File: config.mk
export PLATFORM = sky130hd
export DESIGN_NAME = dos_short_name_case_converter_top
export DESIGN_NICKNAME = d
export VERILOG_FILES = /design/src/design/dsc_pkg.sv /design/src/design/dos_short_name_case_converter_top.sv /design/src/design/dsc_front.sv /design/src/design/dsc_name_ram.sv /design/src/design/dsc_info_fifo.sv /design/src/design/dsc_back.sv
export SDC_FILE = /design/constraint.sdc
export NUM_CORES = 1
export LEC_CHECK = 0
export ABC_CLOCK_PERIOD_IN_PS = 4300
export BUFFER_PORTS_ARGS = -buffer_cell sky130_fd_sc_hd__buf_2
export CORE_MARGIN = 2
export CORE_UTILIZATION = 60
export DETAILED_ROUTE_END_ITERATION = 7
export GPL_TIMING_DRIVEN = 0
export PLACE_DENSITY = 0.8
export SKIP_CTS_REPAIR_TIMING = 1
export SLEW_MARGIN = 40
export SYNTH_ARGS = -nofsm -noshare
export SYNTH_HDL_FRONTEND = slang
export SYNTH_SLANG_ARGS = --single-unit
File: constraint.sdc
create_clock -name clk -period 4.3 [get_ports clk]
set_clock_uncertainty 0.05 [all_clocks]
set_input_delay 0.645 -clock clk [delete_from_list [all_inputs] [get_ports clk]]
set_output_delay 0.645 -clock clk [all_outputs]
set_load 0.01 [all_outputs]
File: src/design/dsc_pkg.sv
// ----------------------------------------------------------------------------
// dsc_pkg
// Shared types, constants and character functions of the DOS short-name
// case converter.
// ----------------------------------------------------------------------------
`default_nettype none

package dsc_pkg;

  localparam logic [1:0] CFG_SHORT_MODE = 2'd0;
  localparam logic [1:0] CFG_LONG_MODE  = 2'd1;

  localparam logic [1:0] MODE_UPPER = 2'd1;
  localparam logic [1:0] MODE_LOWER = 2'd2;

  localparam logic [7:0] CHAR_DOT   = 8'h2e;
  localparam logic [7:0] CASE_DELTA = 8'h20;

  typedef struct packed {
    logic bank;
    logic is_short;
    logic trunc;
  } name_info_t;

  function automatic logic is_upper(input logic [7:0] c);
    return (c >= 8'h41) && (c <= 8'h5a);
  endfunction

  function automatic logic is_lower(input logic [7:0] c);
    return (c >= 8'h61) && (c <= 8'h7a);
  endfunction

  function automatic logic char_allowed(input logic [7:0] c);
    logic ok;
    case (c) inside
      [8'h41:8'h5a], [8'h61:8'h7a], [8'h30:8'h39]: ok = 1'b1;
      8'h21, 8'h40, 8'h23, 8'h24, 8'h25, 8'h5e, 8'h26, 8'h28, 8'h29,
      8'h7e, 8'h60, 8'h27, 8'h2d, 8'h5f, 8'h7b, 8'h7d, 8'h2e: ok = 1'b1;
      default: ok = 1'b0;
    endcase
    return ok;
  endfunction

  function automatic logic [7:0] convert_case(input logic [7:0] c, input logic [1:0] mode);
    logic [7:0] r;
    r = c;
    if (mode == MODE_UPPER && is_lower(c)) begin
      r = c - CASE_DELTA;
    end else if (mode == MODE_LOWER && is_upper(c)) begin
      r = c + CASE_DELTA;
    end
    return r;
  endfunction

endpackage

`default_nettype wire

File: src/design/dos_short_name_case_converter_top.sv
// ----------------------------------------------------------------------------
// dos_short_name_case_converter_top
// DOS 8.3 name check with case conversion of the buffered name.
// ----------------------------------------------------------------------------
// Characters enter one per cycle while busy is low. On the item marked last
// the name is classified and queued; the output side then sends one result
// per stored character, one per cycle, on out_valid, through the registered
// buffer read and output register. The receiver cannot stall: each result is
// present for exactly one cycle. The buffer has two banks, so one name can
// be streamed out while the next is taken in; busy rises only when both
// banks hold names waiting to be sent, so the sustained rate is one
// character per cycle, set by the single read port of the name buffer.
// Names longer than MAX_NAME are cut to MAX_NAME and flagged as truncated.
`default_nettype none

module dos_short_name_case_converter_top
  import dsc_pkg::*;
#(
  parameter int MAX_NAME = 64
) (
  input  wire logic       clk,
  input  wire logic       rst,
  input  wire logic       start,
  output logic            busy,
  input  wire logic [7:0] ch,
  input  wire logic       last,
  input  wire logic       cfg_valid,
  output logic            cfg_ready,
  input  wire logic [1:0] cfg_index,
  input  wire logic [1:0] cfg_data,
  output logic            out_valid,
  output logic [7:0]      out_ch,
  output logic            out_last,
  output logic            is_short_name,
  output logic            truncated
);

  localparam int IW = $clog2(MAX_NAME);
  localparam int LW = $clog2(MAX_NAME + 1);

  logic [1:0]    short_case_mode;
  logic [1:0]    long_case_mode;
  logic          q_full;
  logic          q_empty;
  logic          wr_en;
  logic [IW:0]   wr_addr;
  logic [7:0]    wr_data;
  logic [IW:0]   rd_addr;
  logic [7:0]    rd_data;
  logic          push;
  logic          pop;
  name_info_t    push_info;
  name_info_t    head_info;
  logic [LW-1:0] push_len;
  logic [LW-1:0] head_len;

  assign cfg_ready = 1'b1;

  always_ff @(posedge clk) begin
    if (rst) begin
      short_case_mode <= '0;
      long_case_mode  <= '0;
    end else if (cfg_valid && cfg_ready) begin
      case (cfg_index)
        CFG_SHORT_MODE: short_case_mode <= cfg_data;
        CFG_LONG_MODE:  long_case_mode  <= cfg_data;
        default: ;
      endcase
    end
  end

  dsc_front #(.MAX_NAME(MAX_NAME), .IW(IW), .LW(LW)) u_front (
    .clk       (clk),
    .rst       (rst),
    .start     (start),
    .ch        (ch),
    .last      (last),
    .q_full    (q_full),
    .busy      (busy),
    .wr_en     (wr_en),
    .wr_addr   (wr_addr),
    .wr_data   (wr_data),
    .push      (push),
    .push_info (push_info),
    .push_len  (push_len)
  );

  dsc_name_ram #(.AW(IW + 1)) u_ram (
    .clk     (clk),
    .wr_en   (wr_en),
    .wr_addr (wr_addr),
    .wr_data (wr_data),
    .rd_addr (rd_addr),
    .rd_data (rd_data)
  );

  dsc_info_fifo #(.LW(LW)) u_fifo (
    .clk       (clk),
    .rst       (rst),
    .push      (push),
    .push_info (push_info),
    .push_len  (push_len),
    .pop       (pop),
    .full      (q_full),
    .empty     (q_empty),
    .head_info (head_info),
    .head_len  (head_len)
  );

  dsc_back #(.IW(IW), .LW(LW)) u_back (
    .clk             (clk),
    .rst             (rst),
    .q_empty         (q_empty),
    .head_info       (head_info),
    .head_len        (head_len),
    .rd_data         (rd_data),
    .short_case_mode (short_case_mode),
    .long_case_mode  (long_case_mode),
    .pop             (pop),
    .rd_addr         (rd_addr),
    .out_valid       (out_valid),
    .out_ch          (out_ch),
    .out_last        (out_last),
    .is_short_name   (is_short_name),
    .truncated       (truncated)
  );

endmodule

`default_nettype wire

File: src/design/dsc_front.sv
// ----------------------------------------------------------------------------
// dsc_front
// Accepts name characters, stores them in the free buffer bank and tracks
// the 8.3 checks; on the last character queues a name descriptor.
// ----------------------------------------------------------------------------
`default_nettype none

module dsc_front
  import dsc_pkg::*;
#(
  parameter int MAX_NAME = 64,
  parameter int IW       = 6,
  parameter int LW       = 7
) (
  input  wire logic          clk,
  input  wire logic          rst,
  input  wire logic          start,
  input  wire logic [7:0]    ch,
  input  wire logic          last,
  input  wire logic          q_full,
  output logic               busy,
  output logic               wr_en,
  output logic [IW:0]        wr_addr,
  output logic [7:0]         wr_data,
  output logic               push,
  output name_info_t         push_info,
  output logic [LW-1:0]      push_len
);

  logic          wr_bank;
  logic [LW-1:0] fill_count;
  logic [3:0]    base_length;
  logic [2:0]    ext_length;
  logic [1:0]    dot_count;
  logic          saw_upper;
  logic          saw_lower;
  logic          bad_char_seen;
  logic          overflow;

  logic [LW-1:0] fill_count_next;
  logic [3:0]    base_length_next;
  logic [2:0]    ext_length_next;
  logic [1:0]    dot_count_next;
  logic          saw_upper_next;
  logic          saw_lower_next;
  logic          bad_char_seen_next;
  logic          overflow_next;

  logic accept;
  logic fits;
  logic allowed;

  assign busy    = q_full;
  assign accept  = start && !busy;
  assign fits    = fill_count < LW'(MAX_NAME);
  assign allowed = char_allowed(ch);
  assign wr_en   = accept && fits;
  assign wr_addr = {wr_bank, fill_count[IW-1:0]};
  assign wr_data = ch;

  always_comb begin
    base_length_next   = base_length;
    ext_length_next    = ext_length;
    dot_count_next     = dot_count;
    saw_upper_next     = saw_upper;
    saw_lower_next     = saw_lower;
    bad_char_seen_next = bad_char_seen;
    if (!allowed) begin
      bad_char_seen_next = 1'b1;
    end else if (ch == CHAR_DOT) begin
      if (dot_count < 2'd2) dot_count_next = dot_count + 2'd1;
    end else begin
      if (dot_count == 2'd0) begin
        if (base_length < 4'd9) base_length_next = base_length + 4'd1;
      end else begin
        if (ext_length < 3'd4) ext_length_next = ext_length + 3'd1;
      end
      if (is_upper(ch)) saw_upper_next = 1'b1;
      else if (is_lower(ch)) saw_lower_next = 1'b1;
    end
    fill_count_next = fits ? fill_count + LW'(1) : fill_count;
    overflow_next   = overflow || !fits;
  end

  assign push               = accept && last;
  assign push_len           = fill_count_next;
  assign push_info.bank     = wr_bank;
  assign push_info.trunc    = overflow_next;
  assign push_info.is_short = !bad_char_seen_next && (dot_count_next < 2'd2) &&
                              (ext_length_next < 3'd4) && (base_length_next < 4'd9) &&
                              !(saw_upper_next && saw_lower_next);

  always_ff @(posedge clk) begin
    if (rst) begin
      wr_bank       <= 1'b0;
      fill_count    <= '0;
      base_length   <= '0;
      ext_length    <= '0;
      dot_count     <= '0;
      saw_upper     <= 1'b0;
      saw_lower     <= 1'b0;
      bad_char_seen <= 1'b0;
      overflow      <= 1'b0;
    end else if (accept) begin
      if (last) begin
        wr_bank       <= !wr_bank;
        fill_count    <= '0;
        base_length   <= '0;
        ext_length    <= '0;
        dot_count     <= '0;
        saw_upper     <= 1'b0;
        saw_lower     <= 1'b0;
        bad_char_seen <= 1'b0;
        overflow      <= 1'b0;
      end else begin
        fill_count    <= fill_count_next;
        base_length   <= base_length_next;
        ext_length    <= ext_length_next;
        dot_count     <= dot_count_next;
        saw_upper     <= saw_upper_next;
        saw_lower     <= saw_lower_next;
        bad_char_seen <= bad_char_seen_next;
        overflow      <= overflow_next;
      end
    end
  end

endmodule

`default_nettype wire

File: src/design/dsc_name_ram.sv
// ----------------------------------------------------------------------------
// dsc_name_ram
// Two-bank name buffer, one write port and one registered read port.
// ----------------------------------------------------------------------------
`default_nettype none

module dsc_name_ram #(
  parameter int AW = 7
) (
  input  wire logic          clk,
  input  wire logic          wr_en,
  input  wire logic [AW-1:0] wr_addr,
  input  wire logic [7:0]    wr_data,
  input  wire logic [AW-1:0] rd_addr,
  output logic [7:0]         rd_data
);

  logic [7:0] mem [2**AW];

  always_ff @(posedge clk) begin
    if (wr_en) begin
      mem[wr_addr] <= wr_data;
    end
    rd_data <= mem[rd_addr];
  end

endmodule

`default_nettype wire

File: src/design/dsc_info_fifo.sv
// ----------------------------------------------------------------------------
// dsc_info_fifo
// Two-entry queue of finished-name descriptors between front and back.
// ----------------------------------------------------------------------------
`default_nettype none

module dsc_info_fifo
  import dsc_pkg::*;
#(
  parameter int LW = 7
) (
  input  wire logic          clk,
  input  wire logic          rst,
  input  wire logic          push,
  input  wire name_info_t    push_info,
  input  wire logic [LW-1:0] push_len,
  input  wire logic          pop,
  output logic               full,
  output logic               empty,
  output name_info_t         head_info,
  output logic [LW-1:0]      head_len
);

  name_info_t    info_q [2];
  logic [LW-1:0] len_q  [2];
  logic          wr_ptr;
  logic          rd_ptr;
  logic [1:0]    count;

  assign full      = count == 2'd2;
  assign empty     = count == 2'd0;
  assign head_info = info_q[rd_ptr];
  assign head_len  = len_q[rd_ptr];

  always_ff @(posedge clk) begin
    if (push) begin
      info_q[wr_ptr] <= push_info;
      len_q[wr_ptr]  <= push_len;
    end
  end

  always_ff @(posedge clk) begin
    if (rst) begin
      wr_ptr <= 1'b0;
      rd_ptr <= 1'b0;
      count  <= '0;
    end else begin
      if (push) wr_ptr <= !wr_ptr;
      if (pop) rd_ptr <= !rd_ptr;
      if (push && !pop) count <= count + 2'd1;
      else if (pop && !push) count <= count - 2'd1;
    end
  end

endmodule

`default_nettype wire

File: src/design/dsc_back.sv
// ----------------------------------------------------------------------------
// dsc_back
// Reads the queued name out of its bank, applies the case mode and drives
// one result per character.
// ----------------------------------------------------------------------------
`default_nettype none

module dsc_back
  import dsc_pkg::*;
#(
  parameter int IW = 6,
  parameter int LW = 7
) (
  input  wire logic          clk,
  input  wire logic          rst,
  input  wire logic          q_empty,
  input  wire name_info_t    head_info,
  input  wire logic [LW-1:0] head_len,
  input  wire logic [7:0]    rd_data,
  input  wire logic [1:0]    short_case_mode,
  input  wire logic [1:0]    long_case_mode,
  output logic               pop,
  output logic [IW:0]        rd_addr,
  output logic               out_valid,
  output logic [7:0]         out_ch,
  output logic               out_last,
  output logic               is_short_name,
  output logic               truncated
);

  logic [IW-1:0] rd_idx;
  logic          issue;
  logic          is_end;
  logic          s1_valid;
  logic          s1_last;
  logic          s1_short;
  logic          s1_trunc;

  assign issue   = !q_empty;
  assign is_end  = (LW'(rd_idx) + LW'(1)) == head_len;
  assign pop     = issue && is_end;
  assign rd_addr = {head_info.bank, rd_idx};

  always_ff @(posedge clk) begin
    if (rst) begin
      rd_idx    <= '0;
      s1_valid  <= 1'b0;
      out_valid <= 1'b0;
    end else begin
      if (issue) rd_idx <= is_end ? '0 : rd_idx + IW'(1);
      s1_valid  <= issue;
      out_valid <= s1_valid;
    end
  end

  always_ff @(posedge clk) begin
    s1_last       <= is_end;
    s1_short      <= head_info.is_short;
    s1_trunc      <= head_info.trunc;
    out_ch        <= convert_case(rd_data, s1_short ? short_case_mode : long_case_mode);
    out_last      <= s1_last;
    is_short_name <= s1_short;
    truncated     <= s1_trunc;
  end

endmodule

`default_nettype wire

==> impl_results.md, run 1 <==
- Outcome: complete, no violations
- Register area share after synthesis: around three quarters
- Global-route usage over all layers: between 20% and 30%
- Layout Nets: approximately 2.4k
- PortBufs: 28
- WHS: around 0.20 ns
- Drt pass-1 iters: 6
- Fmax: about 270 MHz
- Final hold vios: 0
- Max cap viols: 0
- Die ar.: approximately 74000 um2
- Yosys warns: 0
- VDD IR-drop max: ~0.47 mV
- Most Crowded Layer GR: met2
- Starting density of the core: roughly 60%
- Crit path cell chain: buf_2, buf_2, buf_2, nand4b_1, o22ai_1, a221oi_1, nand3_1, nor3_1
- Worst-Skew Late Latency: around 0.7 ns
- Final Max Tran Viols: 0
- Net Sw Power: 5.169 mW
- Row count: 98
- Clock buffer depth: 3
- Post-synth top cells: 1044 x edfxtp_1, 240 x mux4_2, 192 x nor2_1
- Largest delay share family, worst path: simple AND/OR/NAND/NOR gates
- CP max FO: 10
- GPL Wtd Cong: just under 1
- Post-synth ARST share: 0%
- Largest net degree at the start of global routing: approximately 100
- GRT overflow: 0
- Critical path type: reg2reg
- WP buf/inv: 3
- GR Layer Usage met1: 39.94%
- CP peak stage delay: roughly 0.48 ns
- Util after Layout: approximately 68%
- CTS root buf: clkbuf_16
- Area Overhead vs Synth: 11.94%
- Setup violators final: 0
- Synthesized cell area: 43040 um2
- Switching Share: 22.51%
- Worst Hold Class: in2reg
- Iter 0 DRT Violations: between 3k and 4k
- Leakage power: 14.75 nW
- Ratio of cells with drive above 1 in the final layout: between 20% and 30%
- CP Launch Type: flip-flop
- Relative max-transition margin: 35.13%
- Worst EP required: about 4.8 ns
- Clk sinks: ~1.1k
- Final Cycle Share: 87.30%
- Via density: 6.931
- RSZ-0062 raised after global routing: no
- WL final: ~110000 um
- Post-route DRC violation count: 0
- Post-synth top area cell: edfxtp_1
- CTS tree: done
- Main area contributors after synthesis: edfxtp_1 73%, mux4_2 13%, dfxtp_1 2.8%
- Worst Max-Slew Pin Slew: 0.9701 ns
- Flop pwr share: between 50% and 60%
- Most common cell in the netlist: edfxtp_1
- Syn Nets: ~2.2k
- Horiz. Die Dim: approximately 270 um
- Clk slew on worst S/H paths: about 0.07 ns
- Grt met2 use: 47.22%
- Initial antenna violation count: 1
- EDFF count, synth: 1044
- P_int: 17.80 mW
- CP max stage cell: nand4b_1
- Met3 Use GR: approximately 7%
- Post-DP HPWL: 68880 um
- Crit path DAT: 4.24 ns
- Syn_area_per_cell: roughly 19 um2
- Cells after synthesis: 2215
- Core area: about 70000 um2
- # H-tree levels: 3
- Number of global-route vias before repair: between 20k and 25k
- Top_reg_cell synth: edfxtp_1
- Area share of the largest cell type after synthesis: between 70% and 80%
- Clock Power Share: between 30% and 40%
- Comb pwr share: 8.3%
- Fin crit period: about 3.8 ns
- Post-detailed-route count of antenna-violating nets: 0
- Die height: between 200 and 300 um
- Top cell by count, worst path: buf_2
- First-pass GRT wire length: around 160000 um
- I/O pin cnt: 31
- Pwr dens: between 400 and 500 nW/um2
- Vias: 23.56k
- Routed len/inst: about 32 um
- Critical Path End Type: flip-flop
- Unique cell type count in the Yosys netlist: between 50 and 60
- Flops & latches, synth: around 1.1k
- Num CTS Buffers: ~100
## cell usage in the layout (no fill, tap or decap), drive strengths merged, types with 38 or more instances in the layout
| master | count |
|---|---|
| buf | 110 |
| clkbuf | 185 |
| clkinv | 43 |
| dfxtp | 60 |
| edfxtp | 1044 |
| mux2i | 66 |
| mux4 | 240 |
| nand2 | 38 |
| nand3 | 52 |
| nor2 | 192 |
| nor3 | 40 |
| o22ai | 48 |
## kinds of logic after synthesis
family          count (synthesis)  synth area share (%)
xor+xnor                       22                0.4477
flops                        1104                 75.63
mux                           311                 14.22
other cells                     1              0.008713
fa+ha+maj                       9                0.2616
simple gates                  414                 4.576
compound gates                217                 3.378
buf+inv                       137                 1.474
## registers in the layout, indices dropped and copies added (netlist names), 2 cells and up, named ones only
| register | count |
|---|---|
| u_ram.mem | 1024 |
| short_case_mode | 2 |
| u_ram.rd_data | 8 |
| u_front.fill_count | 7 |
| u_back.rd_idx | 6 |
| u_back.out_ch | 8 |
| u_front.ext_length | 3 |
| u_fifo.count | 2 |
| u_front.base_length | 4 |
| u_fifo.info_q | 6 |
| long_case_mode | 2 |
| u_fifo.len_q | 14 |
| u_front.dot_count | 2 |
## layout make-up
cell class	count	area [um2]
Timing Repair Buffer	36	436.7
Sequential cell	1104	32550
Clock inverter	58	491.7
Fill cell	4302	23060
Tap cell	950	1189
Antenna cell	4	10.01
Buffer	123	593.1
Clock buffer	136	2918
Multi-Input combinational cell	974	9937
Inverter	14	52.55
## through the flow
stage	power, mW	worst slack [ns]	setup TNS [ns]	cells	area (um2)
floorplan	13.26	1.736	0	2215	43040
global placement	13.91	-0.1669	-0.3338	3193	44370
detailed placement	13.98	0.7038	0	3201	44690
CTS	22.95	0.7676	0	3395	48100
global route	23.45	0.5982	0	3395	48170
finish	22.97	0.5461	0	3399	48180
## power by group through the flow
stage	Clock (mW)	Combinational, mW	Sequential (mW)
final	9.17	1.90	11.9
after global routing	9.58	1.99	11.9
after CTS	9.18	1.88	11.9
after detailed placement	0	1.86	12.1
after global placement	0	1.78	12.1
after floorplan	0	1.15	12.1
## per-layer routing
metal / wire length, um / vias up
met5: 0 / -
met4: 5216 / 0
met3: 13010 / 352
li1: - / 9393
met2: 52340 / 1883
met1: 38460 / 11930
## worst paths after layout
check                         from  slack [ns]  cells past startpoint                  to
setup / recovery  u_back.rd_idx[4]        0.55                      8    u_ram.rd_data[0]
hold / removal         cfg_data[0]        0.20                      3  short_case_mode[0]
setup reg to reg  u_back.rd_idx[4]        0.55                      8    u_ram.rd_data[0]
hold reg to reg     u_back.s1_last        0.28                      0     u_back.out_last
## tightest hold or removal path, cell delays in order
cell and delay, ns:
buf_2 0.09, a21oi_1 0.06, nor2_1 0.07
Power figures use the tool's default switching activity.
==> run 2: changes to the inputs <==
--- a/config.mk
+++ b/config.mk
@@ -16,4 +16,5 @@
 export SLEW_MARGIN = 40
 export SYNTH_ARGS = -nofsm -noshare
 export SYNTH_HDL_FRONTEND = slang
+export SYNTH_HIERARCHICAL = 1
 export SYNTH_SLANG_ARGS = --single-unit
==> run 2 against run 1 <==
Via count is 5.8% lower. First-iteration DRC count shrank 14%. The flow now finishes with violations (setup timing). Sequential power about the same. Critical path depth unchanged. Die area grew 0.54%. Sequential share of layout area is 0.83 points lower. Critical path type unchanged. Synthesized area rose by 0.55%. Register-to-register slack worse by 0.67 ns. Cell count fell by 6.4%. Critical endpoint is now u_ram/mem[35][7]. Highest routed layer is now met5.
==> impl_results.md, run 2 <==
- Top_reg_cell synth: edfxtp_1
- Critical path type: reg2reg
- Comb pwr share: 8.9% (+0.6 points)
- Post-detailed-route count of antenna-violating nets: 0 (unchanged)
- Routed len/inst: 34.11 um (+6.3%)
- Row count: 98 (unchanged)
- Worst slack, placed: -0.1465 ns (-0.8502 ns)
- Largest net degree at the start of global routing: 129 (+30%)
- Max cap viols: 0 (unchanged)
- Number of global-route vias before repair: 22.31k (-5.4%)
- Outcome: complete, but fails checks
- Fin crit period: 4.427 ns (+0.6735 ns)
- Worst Max-Slew Pin Slew: 0.9003 ns (-0.06978 ns)
- Util after Layout: 68.24% (+0.61 points)
- Synth Area in Simple Gates: 3.331% (-1.2 points)
- Register area share after synthesis: 75.22% (-0.41 points)
- Area share of the largest cell type after synthesis: 72.44% (-0.40 points)
- CP Launch Type: flip-flop
- Area Overhead vs Synth: 12.72%
- Final hold vios: 0 (unchanged)
- Crit Reg-Reg Startpoint: u_fifo/count[0]
- Post-synth ARST share: 0% (unchanged)
- Hold path startpoint: cfg_data[1]
- Num CTS Buffers: 104 (+0.97%)
- Clock buffer depth: 3 (unchanged)
- Core area: 71490 um2 (+0.34%)
- Layout Nets: 2168 (-9.0%)
- EDFF count, synth: 1044 (unchanged)
- Worst Hold Class: in2reg
- CP max FO: 10 (unchanged)
- Switching Share: 22.09% (-0.42 points)
- Global-route usage over all layers: 29.61% (-0.22 points)
- Setup violators final: 185 (+185)
- Die ar.: 74290 um2 (+0.54%)
- Pwr dens: 470.8 nW/um2 (-1.2%)
- CP startpoint: u_fifo/count[0]
- Final Max Tran Viols: 0 (unchanged)
- First-pass GRT wire length: 155900 um (-1.6%)
- Unique cell type count in the Yosys netlist: 67 (+14%)
- Worst hold stages: 3 (unchanged)
- WL final: 108500 um (-0.52%)
- GPL Wtd Cong: 0.8820 (-8.7%)
- Flop pwr share: 51.8% (about the same)
- RSZ-0062 raised after global routing: yes
- VDD IR-drop max: 0.3859 mV (-18%)
- Critical Path End Type: flip-flop
- Post-synth top area cell: edfxtp_1
- Via density: 6.980 (+0.71%)
- Most frequent cells in the layout: 1044 x edfxtp_1, 336 x mux4_2, 106 x clkbuf_16
- Starting density of the core: 60.54% (+0.12 points)
- Most common cell in the netlist: edfxtp_1
- Initial antenna violation count: 6 (+5)
- Clk slew on worst S/H paths: 0.06 ns (about the same)
- Die height: 272.6 um (+0.27%)
- Leakage power: 14.73 nW (-0.11%)
- Main area contributors after synthesis: edfxtp_1 72%, mux4_2 17%, dfxtp_1 2.8%
- Commonest non-fill, non-tap cell in the layout: edfxtp_1
- Post-synth top cells: 1044 x edfxtp_1, 336 x mux4_2, 154 x nor2_1
- Synthesized cell area: 43280 um2 (+0.55%)
- P_int: 17.90 mW (+0.53%)
- Largest family of logic cells by synthesized area: multiplexers
- Iter 0 DRT Violations: 3162 (-14%)
- R2R setup slack: -0.13 ns (-0.67 ns)
- Horiz. Die Dim: 272.6 um (+0.27%)
- Post-synthesis xor/xnor area fraction: 0.4452% (-0.0024 points)
- Vias: 22.20k (-5.8%)
- Max FFs per register: 1024 (unchanged)
- CTS root buf: clkbuf_16
- Post-DP HPWL: 64440 um (-6.4%)
- Fmax: 225.9 MHz (-15%)
- Fillers: 4068 (-5.4%)
- Yosys warns: 6 (+6)
- Syn Nets: 2023 (-9.7%)
- PortBufs: 29 (+3.6%)
- Cells after synthesis: 1997 (-9.8%)
- Crit path DAT: 4.67 ns (+0.43 ns)
- Adder-cell share of the synthesized area: 0.2602% (-0.0014 points)
- Ratio of cells with drive above 1 in the final layout: 32.72% (+10 points)
- Worst-Skew Late Latency: 0.65 ns (-0.03 ns)
- # H-tree levels: 3 (unchanged)
- Post-synthesis compound-gate area fraction: 1.099% (-2.3 points)
- Mux share of post-synthesis cell area: 18.17% (+3.9 points)
- Final Cycle Share: 103.0% (+16 points)
- GRT overflow: 0 (unchanged)
- CTS tree: done
- Post-route DRC violation count: 0 (unchanged)
- Drt pass-1 iters: 6 (unchanged)
- Flops & latches, synth: 1104 (unchanged)
- Biggest regs: u_ram/mem: 1024 flops, u_fifo/len_q: 14 flops
- Final WS setup: -0.1274 ns (-0.6735 ns)
- Syn_area_per_cell: 21.67 um2 (+12%)
- Worst EP required: 4.54 ns (-0.25 ns)
- Failing checks: setup timing
- Reg2reg path depth: 8 (unchanged)
- Relative max-transition margin: 39.81% (+4.7 points)
- Clk sinks: 1104 (unchanged)
- I/O pin cnt: 31 (unchanged)
- Most flop-heavy register: u_ram/mem
- Net Sw Power: 5.073 mW (-1.9%)
- Hold endpoint: short_case_mode[1]
- Clock Power Share: 39.3% (-0.6 points)
- RR Endpoint: u_ram/mem[35][7]
run 2: final cells by class:
type	count	area (um2)	area share (%)
clock buffer	133	2824	5.789
timing repair buffer	39	392.9	0.8054
inverter	13	48.80	0.1000
multi-input combinational	762	10570	21.66
clock inverter	59	526.8	1.080
buffer	118	676.9	1.388
sequential	1104	32550	66.73
tap	950	1189	2.437
antenna	2	5.005	0.01026
run 2: how the worst max path moves through the flow:
stage,endpoint,slack (ns),cells past startpoint
finish,u_ram/mem[35][7],-0.13,8
floorplan,u_ram/rd_data[0],1.32,6
CTS,u_ram/mem[22][0],-0.29,9
global route,u_ram/mem[35][1],-0.07,8
global placement,u_ram/mem[94][4],-0.20,9
detailed placement,u_ram/mem[46][1],-0.15,9
run 2: cell families (layout without fill, tap and decap cells):
kind of cell               after synthesis  in the layout
DFF                                   1104           1104
muxes                                  363            363
and+or+nand+nor                        302            302
buffers and inverters                  131            362
AOI/OAI and AO/OA                       65             65
xor gates and xnor gates                22             22
adders and majority gates                9              9
other                                    1              3
run 2: per-layer routing:
| metal | track usage (%) | up-vias | wire length, um | part of all wire (%) |
|---|---|---|---|---|
| met2 | 48.01 | 1768 | 53300 | 49 |
| met4 | 12.15 | 6 | 5351 | 4.9 |
| met1 | 38.87 | 11470 | 36420 | 34 |
| met3 | 7.697 | 362 | 13350 | 12 |
| met5 | 0 | - | 40 | 0.037 |
| li1 | - | 8589 | - | - |
run 2: metrics by stage:
stage / hold slack [ns] / cell area (um2) / setup TNS, ns / power (mW) / cells
after global routing: 0.2350 / 48780 / -1.660 / 23.50 / 3178
after detailed placement: 0.2650 / 44830 / -9.873 / 14.07 / 2980
final: 0.2396 / 48780 / -6.205 / 22.97 / 3180
after CTS: 0.2110 / 48180 / -48.45 / 22.97 / 3172
after global placement: 0.2634 / 44610 / -23.53 / 14.00 / 2976
after floorplan: 0.2596 / 43280 / 0 / 13.40 / 1997
run 2: power by group through the flow:
stage	Clock (mW)	Combinational [mW]	Sequential [mW]
4_1_cts	9.08	1.98	11.9
2_1_floorplan	0	1.29	12.1
3_5_place_dp	0	1.94	12.1
6_report	9.03	2.04	11.9
5_1_grt	9.49	2.10	11.9
3_3_place_gp	0	1.87	12.1
run 2: critical path, stage by stage, from the launching register on:
cell and delay [ns]:
dfxtp_1 0.40, and2b_2 0.26, nand2b_1 0.26, clkbuf_1 0.31
nor2_2 0.36, clkbuf_1 0.35, nand3_1 0.64, clkbuf_2 0.62
nor2_1 0.79
